==> src/rtl/mh2_pkg.sv <==
// mh2_pkg: constants, the multiplier request type and helpers shared by the MurmurHash2 stream block.
// No dependencies.
`timescale 1ns / 1ps

package mh2_pkg;

  localparam logic [31:0] MIX_MUL     = 32'h5bd1e995;
  localparam int          MIX_SHIFT   = 24;
  localparam int          FIN_SHIFT_A = 13;
  localparam int          FIN_SHIFT_B = 15;
  localparam logic [31:0] SEED_RESET  = 32'd5381;

  // byte count that marks a full word
  localparam logic [2:0]  CNT_FULL    = 3'd4;
  localparam logic [2:0]  CNT_NONE    = 3'd0;
  localparam logic [2:0]  CNT_ONE     = 3'd1;
  localparam logic [2:0]  CNT_TWO     = 3'd2;

  // operand to the shared multiplier
  typedef struct packed {
    logic        en;
    logic [31:0] a;
  } mul_req_t;

  // keep the low count bytes of a tail word (count 1..3)
  function automatic logic [31:0] tail_bytes(input logic [31:0] w, input logic [2:0] n);
    logic [31:0] m;
    begin
      case (n)
        CNT_ONE: m = 32'h0000_00ff;
        CNT_TWO: m = 32'h0000_ffff;
        default: m = 32'h00ff_ffff;
      endcase
      tail_bytes = w & m;
    end
  endfunction

endpackage

==> src/rtl/mh2_mul.sv <==
// mh2_mul: shared multiply by the MurmurHash2 constant, result registered.
// Depends on mh2_pkg.
`timescale 1ns / 1ps

module mh2_mul
  import mh2_pkg::*;
(
  input  logic        clk,
  input  mul_req_t    req,
  output logic [31:0] p
);

  // low 32 bits of operand * MIX_MUL; holds when not enabled
  always_ff @(posedge clk) begin
    if (req.en) begin
      p <= req.a * MIX_MUL;
    end
  end

endmodule

==> src/rtl/murmurhash2_stream.sv <==
// murmurhash2_stream: streaming 32-bit MurmurHash2, one shared constant multiplier
// under a small sequencer. Depends on mh2_pkg and mh2_mul.
`timescale 1ns / 1ps
//
//  channel   signals                                         dir   beat when
//  -------   ----------------------------------------------  ----  ---------------------
//  input     in_valid, in_stall, data_word, byte_count,      in    in_valid & !in_stall
//            first, last, total_len
//  output    out_valid, out_stall, hash                      out   out_valid & !out_stall
//  config    cfg_we, cfg_wdata (seed)                        in    cfg_we
//
// Steps per input beat, in order, all on the one multiplier that every product shares:
//   full word (count >= 4): accept, k*M, mix*M, h*M, combine
//   tail (count 1..3): accept, h*M, combine; empty word: accept only
//   a last beat adds finalize multiply and output load, plus any wait on out_stall.
// Synchronous active-high reset: seed = 5381, running hash = 0, sequencer idle.
// in_stall is high whenever the sequencer is busy. While out_valid and out_stall are
// both high the hash register holds and the finished value waits in the finalize state.

module murmurhash2_stream
  import mh2_pkg::*;
(
  input  logic        clk,
  input  logic        rst,
  input  logic        cfg_we,
  input  logic [31:0] cfg_wdata,
  input  logic        in_valid,
  output logic        in_stall,
  input  logic [31:0] data_word,
  input  logic [2:0]  byte_count,
  input  logic        first,
  input  logic        last,
  input  logic [30:0] total_len,
  output logic        out_valid,
  input  logic        out_stall,
  output logic [31:0] hash
);

  // sequencer codes
  localparam logic [2:0] S_IDLE  = 3'd0;
  localparam logic [2:0] S_KMUL  = 3'd1;  // k = word * M
  localparam logic [2:0] S_KMIX  = 3'd2;  // k = (k ^ k>>24) * M
  localparam logic [2:0] S_HMUL  = 3'd3;  // h * M
  localparam logic [2:0] S_HCOMB = 3'd4;  // h = h*M ^ k
  localparam logic [2:0] S_FIN   = 3'd5;  // (h ^ h>>13) * M
  localparam logic [2:0] S_FOUT  = 3'd6;  // hash = p ^ p>>15

  logic [2:0]  state;
  logic [31:0] seed;
  logic [31:0] h;       // running hash
  logic [31:0] k;       // mixed word, zero for a tail
  logic        full_q;
  logic        last_q;
  logic [31:0] p;
  mul_req_t    mreq;

  logic        accept;
  logic        out_load;
  logic        in_full;
  logic [31:0] h_init;

  assign in_stall = (state != S_IDLE);
  assign accept   = in_valid && !in_stall;
  // counts 5..7 behave as a full word
  assign in_full  = byte_count[2];
  assign h_init   = first ? (seed ^ {1'b0, total_len}) : h;
  assign out_load = (state == S_FOUT) && (!out_valid || !out_stall);

  // operand select for the shared multiplier
  always_comb begin
    mreq.en = 1'b0;
    mreq.a  = h;
    case (state)
      S_KMUL: begin
        mreq.en = 1'b1;
        mreq.a  = k;
      end
      S_KMIX: begin
        mreq.en = 1'b1;
        mreq.a  = p ^ (p >> MIX_SHIFT);
      end
      S_HMUL: begin
        mreq.en = 1'b1;
        mreq.a  = h;
      end
      S_FIN: begin
        mreq.en = 1'b1;
        mreq.a  = h ^ (h >> FIN_SHIFT_A);
      end
      default: begin
        mreq.en = 1'b0;
        mreq.a  = h;
      end
    endcase
  end

  mh2_mul u_mul (
    .clk (clk),
    .req (mreq),
    .p   (p)
  );

  always_ff @(posedge clk) begin
    if (rst) begin
      seed <= SEED_RESET;
    end else if (cfg_we) begin
      seed <= cfg_wdata;
    end
  end

  // sequencer and running hash
  always_ff @(posedge clk) begin
    if (rst) begin
      state  <= S_IDLE;
      h      <= '0;
      full_q <= 1'b0;
      last_q <= 1'b0;
    end else begin
      case (state)
        S_IDLE: begin
          if (accept) begin
            full_q <= in_full;
            last_q <= last;
            if (in_full) begin
              h     <= h_init;
              state <= S_KMUL;
            end else if (byte_count != CNT_NONE) begin
              h     <= h_init ^ tail_bytes(data_word, byte_count);
              state <= S_HMUL;
            end else begin
              h     <= h_init;
              state <= last ? S_FIN : S_IDLE;
            end
          end
        end
        S_KMUL:  state <= S_KMIX;
        S_KMIX:  state <= S_HMUL;
        S_HMUL:  state <= S_HCOMB;
        S_HCOMB: begin
          h     <= p ^ k;
          state <= last_q ? S_FIN : S_IDLE;
        end
        S_FIN:   state <= S_FOUT;
        S_FOUT: begin
          if (out_load) begin
            state <= S_IDLE;
          end
        end
        default: state <= S_IDLE;
      endcase
    end
  end

  // word / mix operand; a tail combines with zero
  always_ff @(posedge clk) begin
    if (accept) begin
      k <= in_full ? data_word : '0;
    end else if (state == S_HMUL && full_q) begin
      k <= p;
    end
  end

  // output register
  always_ff @(posedge clk) begin
    if (rst) begin
      out_valid <= 1'b0;
    end else if (out_load) begin
      out_valid <= 1'b1;
    end else if (!out_stall) begin
      out_valid <= 1'b0;
    end
  end

  always_ff @(posedge clk) begin
    if (out_load) begin
      hash <= p ^ (p >> FIN_SHIFT_B);
    end
  end

  // checks
  a_comb_after_mul: assert property (@(posedge clk) disable iff (rst)
    (state == S_HCOMB) |-> ($past(state) == S_HMUL))
    else $error("combine step without a preceding h multiply");

  a_kmul_full: assert property (@(posedge clk) disable iff (rst)
    (state == S_KMUL || state == S_KMIX) |-> full_q)
    else $error("word mix entered for a tail beat");

  a_fin_last: assert property (@(posedge clk) disable iff (rst)
    (state == S_FIN || state == S_FOUT) |-> last_q)
    else $error("finalize entered for a beat that is not last");

  a_out_from_fin: assert property (@(posedge clk) disable iff (rst)
    $rose(out_valid) |-> ($past(state) == S_FOUT))
    else $error("hash presented without finalize");

endmodule
==> config.mk <==
export PLATFORM = sky130hd
export DESIGN_NAME = murmurhash2_stream
export DESIGN_NICKNAME = d
export VERILOG_FILES = /design/src/rtl/mh2_pkg.sv /design/src/rtl/mh2_mul.sv /design/src/rtl/murmurhash2_stream.sv
export SDC_FILE = /design/constraint.sdc
export NUM_CORES = 1
export LEC_CHECK = 0
export ABC_AREA = 1
export ABC_CLOCK_PERIOD_IN_PS = 14530
export BUFFER_PORTS_ARGS = -buffer_cell sky130_fd_sc_hd__buf_2
export CAP_MARGIN = 10
export CORE_UTILIZATION = 34
export CTS_CLUSTER_DIAMETER = 120
export CTS_CLUSTER_SIZE = 30
export DETAILED_ROUTE_END_ITERATION = 16
export MAX_ROUTING_LAYER = met4
export PLACE_DENSITY_LB_ADDON = 0.12
export SLEW_MARGIN = 20
export SYNTH_ARGS = -nofsm -noshare
export SYNTH_HDL_FRONTEND = slang
export SYNTH_SLANG_ARGS = --single-unit
export TNS_END_PERCENT = 10
==> constraint.sdc <==
create_clock -name clk -period 14.53 [get_ports clk]
set_input_delay 1.453 -clock clk [delete_from_list [all_inputs] [get_ports clk]]
set_output_delay 1.453 -clock clk [all_outputs]
set_load 0.1 [all_outputs]
==> reports/metrics.csv, run 1 <==
stage,metric,value,unit
drt,1st-iter DRT viols,940,
cts,TritonCTS clock tree,done,
floorplanning,I/O Pins,139,
drt,"wirelength, routed",58700,um
min_path,worst hold path type,flop to flop,
status,status,"complete, no violations",
sta,Clock Skews,16.1,ps
cts,Max clock buf depth,2,
synthesis,Avg Inst Size Synth,8.57,um^2
sta,min Tclk post-route,8610,ps
cts,setup bufs post-CTS,0,
grt,largest net degree at the start of global routing,52,
cts,root buffer cell,clkbuf_16,
floorplanning,Core ar.,51400,um^2
synthesis,Synth cell types,46,
sta,crit share post-route,0.593,
synthesis,most frequent cell after synthesis,inv_1,
setup_path,Worst R2R End,u_mul.p[31],
sta,RSZ-0062 raised after global routing,no,
sta,number of setup violations in the final report,0,
cts,post-cts sizing count,0,
min_path,Hold Path End,seed[31],
sta,Rel. slew slack,0.219,
synthesis,Post-synth top cells,"inv_1, nand2_1, ha_1, fa_1, o21ai_0",
grt,GRT Residual Overflow,0,
setup_path,r2r setup slk,5920,ps
synthesis,largest cells by area after synthesis,"fa_1, edfxtp_1, ha_1",
setup_path,Required @ worst endpoint,14740,ps
min_path,Hold Crit Start,seed[31],
sta,fmax,116,MHz
synthesis,synth warn,0,
synthesis,sequential fraction of the synthesis area,0.242,
floorplanning,num rows,83,
cts,CTS Buf Count,17,
placed_design,Final Wtd Congestion,0.937,
cts,worst skew pair latency,460,ps
setup_path,crit path DAT,8820,ps
min_path,Worst Hold Depth,2,
synthesis,mux cell area share after synthesis,0,
setup_path,CP Class,flop to flop,
synthesis,"flops & latches, synth",166,
setup_path,slowest CP cell,a211oi_1,
synthesis,synthesized instance count,2067,
synthesis,Post-Synth Adder-Cell Area,0.357,
grt,vias in the first global route,14400,
synthesis,Mapped Area,17700,um^2
final_layout,number of antenna diodes,0,
floorplanning,Initial Util,0.344,
cts,clk sink count,166,
placed_design,IO Port Bufs,138,
synthesis,leading area contributor after synthesis,fa_1,
sta,Worst Tran Pin Value,1170,ps
synthesis,simple-gate share of the synthesized area,0.125,
synthesis,largest family of logic cells by synthesized area,adder cells,
synthesis,fraction of the mapped netlist area in compound gates,0.106,
final_layout,P&R area growth vs syn,11.8,%
drt,vias,14300,
setup_path,CP most frequent cell,fa_1,
setup_path,CP max stage delay,730,ps
setup_path,crit path buf inv count,7,
grt,All-Layer GR Usage,0.233,
floorplanning,Die Area,53000,um^2
setup_path,critical path launch point type,flop,
setup_path,CP max FO,21,
sta,max-slew violation count,0,
synthesis,xor and xnor area share after synthesis,0.0490,
cts,clk slew on worst S/H paths,70,ps
floorplanning,die width,230,um
setup_path,"Largest delay share family, worst path",adder cells,
drt,ANT nets after route,0,
drt,WL/cell,20.3,um
final_layout,Filler cells,5336,
flow_run,max cap viols,0,
final_layout,nets@finish,2697,
placed_design,Detailed Place HPWL,47500,um
sta,Fin. Hold Viols,0,
synthesis,Yosys top cell area share,0.205,
synthesis,asr flop ratio synth,0,
setup_path,Worst Setup End Kind,flop,
grt,first-pass GRT wire length,89000,um
grt,initial antenna violation count,0,
drt,Pre-antenna DRT Iters,5,
setup_path,Critical R2R Launch,state[0],
synthesis,"EDFF count, synth",96,
floorplanning,Die Span Y,230,um
cts,H-tree depth,4,
sta,total negative slack,0,ps
drt,post-DR vias/cell,4.94,
synthesis,ys flop type,edfxtp_1,
setup_path,Register-to-Register Path Depth,27,
drt,DRC Markers,0,
cts,Post-CTS Hold Buffers,0,
synthesis,syn nets,2568,
final_layout,fraction of layout cells with a size suffix above 1,0.0991,
registers in the layout, summed over array words and instances, names as in the netlist:
name / cells
state: 3
seed: 32
k: 32
hash: 32
full_q: 1
h: 32
u_mul.p: 32
last_q: 1
out_valid: 1
worst min-delay path, stage by stage, from the launching register on:
cell     delay, ps
dfxtp_1        300
inv_1           60
a21oi_1         60
cells in the final DEF, fill, tap and decap left out, types with 25 or more instances in the layout:
master / instances
dfxtp_1: 70
nor2_1: 121
xor2_1: 62
ha_1: 215
a21oi_1: 62
o21ai_0: 143
nand3_1: 91
edfxtp_1: 96
xnor2_1: 37
a31oi_1: 25
buf_2: 138
inv_1: 503
nand2_1: 253
o22ai_1: 28
fa_1: 181
per-layer routing:
layer	wire length [um]	global-route usage	vias to the layer above
met5	0	-	-
met4	1460	0.0629	0
met3	2710	0.0280	61
met2	27800	0.382	420
met1	26800	0.302	6970
li1	-	-	6818
stage by stage:
| stage | util | cells | hold WS [ps] | worst slack (ps) | cell area [um^2] |
|---|---|---|---|---|---|
| 6_report | 0.385 | 2889 | 460 | 5920 | 19800 |
| 2_1_floorplan | - | 2067 | 424 | 7120 | 17700 |
| 5_1_grt | 0.385 | 2889 | 481 | 5590 | 19800 |
| 4_1_cts | 0.385 | 2888 | 463 | 6000 | 19800 |
| 3_5_place_dp | 0.373 | 2856 | 453 | 6080 | 19200 |
| 3_3_place_gp | 0.373 | 2856 | 448 | 6100 | 19200 |
cells by family after synthesis:
kind of cell / count (synthesis)
buffers and inverters: 562
and+or+nand+nor: 516
adders and majority gates: 396
AOI/OAI and AO/OA: 328
DFF: 166
xor gates and xnor gates: 99
how the worst max path moves through the flow:
stage / to / cells after the start / from
6_report: u_mul.p[31] / 27 / state[0]
5_1_grt: u_mul.p[31] / 27 / state[0]
4_1_cts: u_mul.p[31] / 27 / state[0]
3_5_place_dp: u_mul.p[31] / 27 / state[0]
3_3_place_gp: u_mul.p[31] / 27 / state[0]
2_1_floorplan: u_mul.p[30] / 28 / state[2]
layout make-up:
| class | count | area (um^2) | share of cell area |
|---|---|---|---|
| Clock buffer | 18 | 429 | 0.0217 |
| Clock inverter | 14 | 156 | 0.00790 |
| Inverter | 514 | 1930 | 0.0976 |
| Multi-Input combinational cell | 1339 | 11300 | 0.570 |
| Sequential cell | 166 | 4280 | 0.216 |
| Tap cell | 680 | 851 | 0.0430 |
| Timing Repair Buffer | 158 | 853 | 0.0431 |
Power of run 1 is not shown: default switching activity piles up to over one toggle a cycle in this logic, so the estimate is an artifact.
==> inputs of run 2 (changes only) <==
--- a/config.mk
+++ b/config.mk
@@ -6,7 +6,7 @@
 export NUM_CORES = 1
 export LEC_CHECK = 0
 export ABC_AREA = 1
-export ABC_CLOCK_PERIOD_IN_PS = 14530
+export ABC_CLOCK_PERIOD_IN_PS = 7800
 export BUFFER_PORTS_ARGS = -buffer_cell sky130_fd_sc_hd__buf_2
 export CAP_MARGIN = 10
 export CORE_UTILIZATION = 34
==> constraint.sdc (replaced) <==
create_clock -name clk -period 7.8 [get_ports clk]
set_input_delay 0.78 -clock clk [delete_from_list [all_inputs] [get_ports clk]]
set_output_delay 0.78 -clock clk [all_outputs]
set_load 0.1 [all_outputs]
==> run 2 against run 1 <==
  * Global-route usage up 0.67 points
  * Clock-buffer cell count down 1
  * Critical path depth up 2
  * Worst hold slack better by 7.3 ps
  * Routed wire length up 2.6%
  * Design area up 1.8%
  * Utilization up 0.70 points
  * Sequential share of layout area down 0.38 points
  * Critical path type unchanged
  * Highest routed layer unchanged
==> reports/metrics.csv, run 2 (synthesis gave the netlist of run 1 again) <==
stage,metric,value,unit,change
floorplanning,num rows,83,,unchanged
cts,TritonCTS clock tree,done,,unchanged
cts,H-tree depth,4,,unchanged
grt,All-Layer GR Usage,0.239,,was 0.233
drt,WL/cell,20.6,um,was 20.3 um
cts,worst skew pair latency,450,ps,was 460 ps
setup_path,slowest CP cell,fa_1,,was a211oi_1
cts,Max clock buf depth,2,,unchanged
drt,met2 wire length,29600,um,"was 27,800 um"
placed_design,Detailed Place HPWL,50700,um,"was 47,500 um"
sta,fmax,134,MHz,was 116 MHz
sta,RSZ-0062 raised after global routing,no,,unchanged
final_layout,most frequent cells in the layout,"inv_1, nand2_1, ha_1, fa_1, o21ai_0",,unchanged
setup_path,critical path launch point type,flop,,unchanged
final_layout,number of antenna diodes,0,,unchanged
sta,Rel. slew slack,0.290,,was 0.219
flow_run,max cap viols,0,,unchanged
setup_path,CP most frequent cell,fa_1,,unchanged
drt,DRC Markers,0,,unchanged
min_path,worst hold path type,flop to flop,,unchanged
setup_path,CP max stage delay,570,ps,was 730 ps
floorplanning,Die Area,53000,um^2,unchanged
floorplanning,I/O Pins,139,,unchanged
sta,min Tclk post-route,7450,ps,was 8610 ps
drt,Max Used Layer,met4,,unchanged
setup_path,crit path buf inv count,8,,was 7
setup_path,CP max FO,21,,unchanged
sta,crit share post-route,0.956,,was 0.593
floorplanning,Die Span Y,230,um,unchanged
drt,1st-iter DRT viols,1023,,was 940
sta,Clock Skews,12.6,ps,was 16.1 ps
grt,first-pass GRT wire length,91600,um,"was 89,000 um"
cts,clk sink count,166,,unchanged
cts,clk slew on worst S/H paths,70,ps,about the same
drt,Pre-antenna DRT Iters,5,,unchanged
status,status,"complete, no violations",,unchanged
setup_path,crit path DAT,7670,ps,was 8820 ps
floorplanning,die width,230,um,unchanged
setup_path,Critical path origin,state[0],,unchanged
sta,Worst Tran Pin Value,1060,ps,was 1170 ps
setup_path,Critical R2R Launch,state[0],,unchanged
grt,largest net degree at the start of global routing,52,,unchanged
cts,root buffer cell,clkbuf_16,,unchanged
drt,"wirelength, routed",60300,um,"was 58,700 um"
final_layout,Filler cells,5329,,"was 5,336"
drt,ANT nets after route,0,,unchanged
sta,total negative slack,0,ps,unchanged
final_layout,nets@finish,2737,,"was 2,697"
drt,WL met1,26600,um,"was 26,800 um"
min_path,Hold Crit Start,last_q,,was seed[31]
final_layout,P&R area growth vs syn,13.8,%,was 11.8%
placed_design,Final Wtd Congestion,0.960,,was 0.937
sta,number of setup violations in the final report,0,,unchanged
sta,Fin. Hold Viols,0,,unchanged
sta,max-slew violation count,0,,unchanged
grt,GRT Residual Overflow,0,,unchanged
placed_design,IO Port Bufs,138,,unchanged
setup_path,CP Class,flop to flop,,unchanged
final_layout,"most common cell after layout, fill and taps aside",inv_1,,unchanged
floorplanning,Core ar.,51400,um^2,unchanged
grt,initial antenna violation count,0,,unchanged
setup_path,Required @ worst endpoint,8010,ps,"was 14,740 ps"
drt,vias,14400,,was 14.3k
cts,CTS Buf Count,17,,unchanged
setup_path,Worst Setup End Kind,flop,,unchanged
floorplanning,Initial Util,0.344,,unchanged
grt,vias in the first global route,14700,,was 14.4k
drt,wire length on met3,2350,um,was 2710 um
final_layout,fraction of layout cells with a size suffix above 1,0.119,,was 0.0991
setup_path,"Largest delay share family, worst path",adder cells,,unchanged
drt,post-DR vias/cell,4.90,,was 4.94
run 2: cell count changes in the layout (fill, tap and decap cells not counted), sizes merged:
cell and change:
buf +40, clkinvlp +4, inv -2, clkbuf -1, clkinv -1
run 2: cell type report:
class / instances / area, um^2 / area share
clock buffers: 17 / 425 / 0.0211
clock inverters: 15 / 160 / 0.00795
inverters: 514 / 1940 / 0.0962
multi-input cells: 1339 / 11300 / 0.561
flip-flops and latches: 166 / 4290 / 0.213
well taps: 680 / 851 / 0.0422
repair buffers: 198 / 1180 / 0.0585
run 2: worst min-delay path, stage by stage, from the launching register on:
cell and delay, ps:
dfxtp_1 310, inv_1 60, a21oi_1 60
run 2: routing by layer:
layer,GRT usage,vias up
met5,-,-
met4,0.0700,0
met3,0.0197,64
met2,0.405,378
met1,0.304,7026
li1,-,6898
run 2: worst paths after layout:
check | endpoint | slack, ps | depth (start not counted)
setup / recovery | u_mul.p[31] | 350 | 29
hold / removal | last_q | 470 | 2
setup reg to reg | u_mul.p[31] | 350 | 29
hold reg to reg | last_q | 470 | 2
run 2: timing repair:
action / in CTS / in global routing
setup buffers: 0 / 2
hold buffers: 0 / 0
endpoints found under the setup margin: 0 / 8
gates resized for setup: 0 / 8
run 2: per-stage QoR:
stage          hold slack, ps  instances   util  instance area [um^2]  worst slack [ps]
4_1_cts                   469       2926  0.391                 20100               102
5_1_grt                   497       2929  0.392                 20200              33.5
3_3_place_gp              449       2894  0.379                 19500               207
3_5_place_dp              458       2894  0.379                 19500               158
2_1_floorplan             424       2067      -                 17700               394
6_report                  468       2929  0.392                 20200               345
Power of run 2 is left out for the same reason.
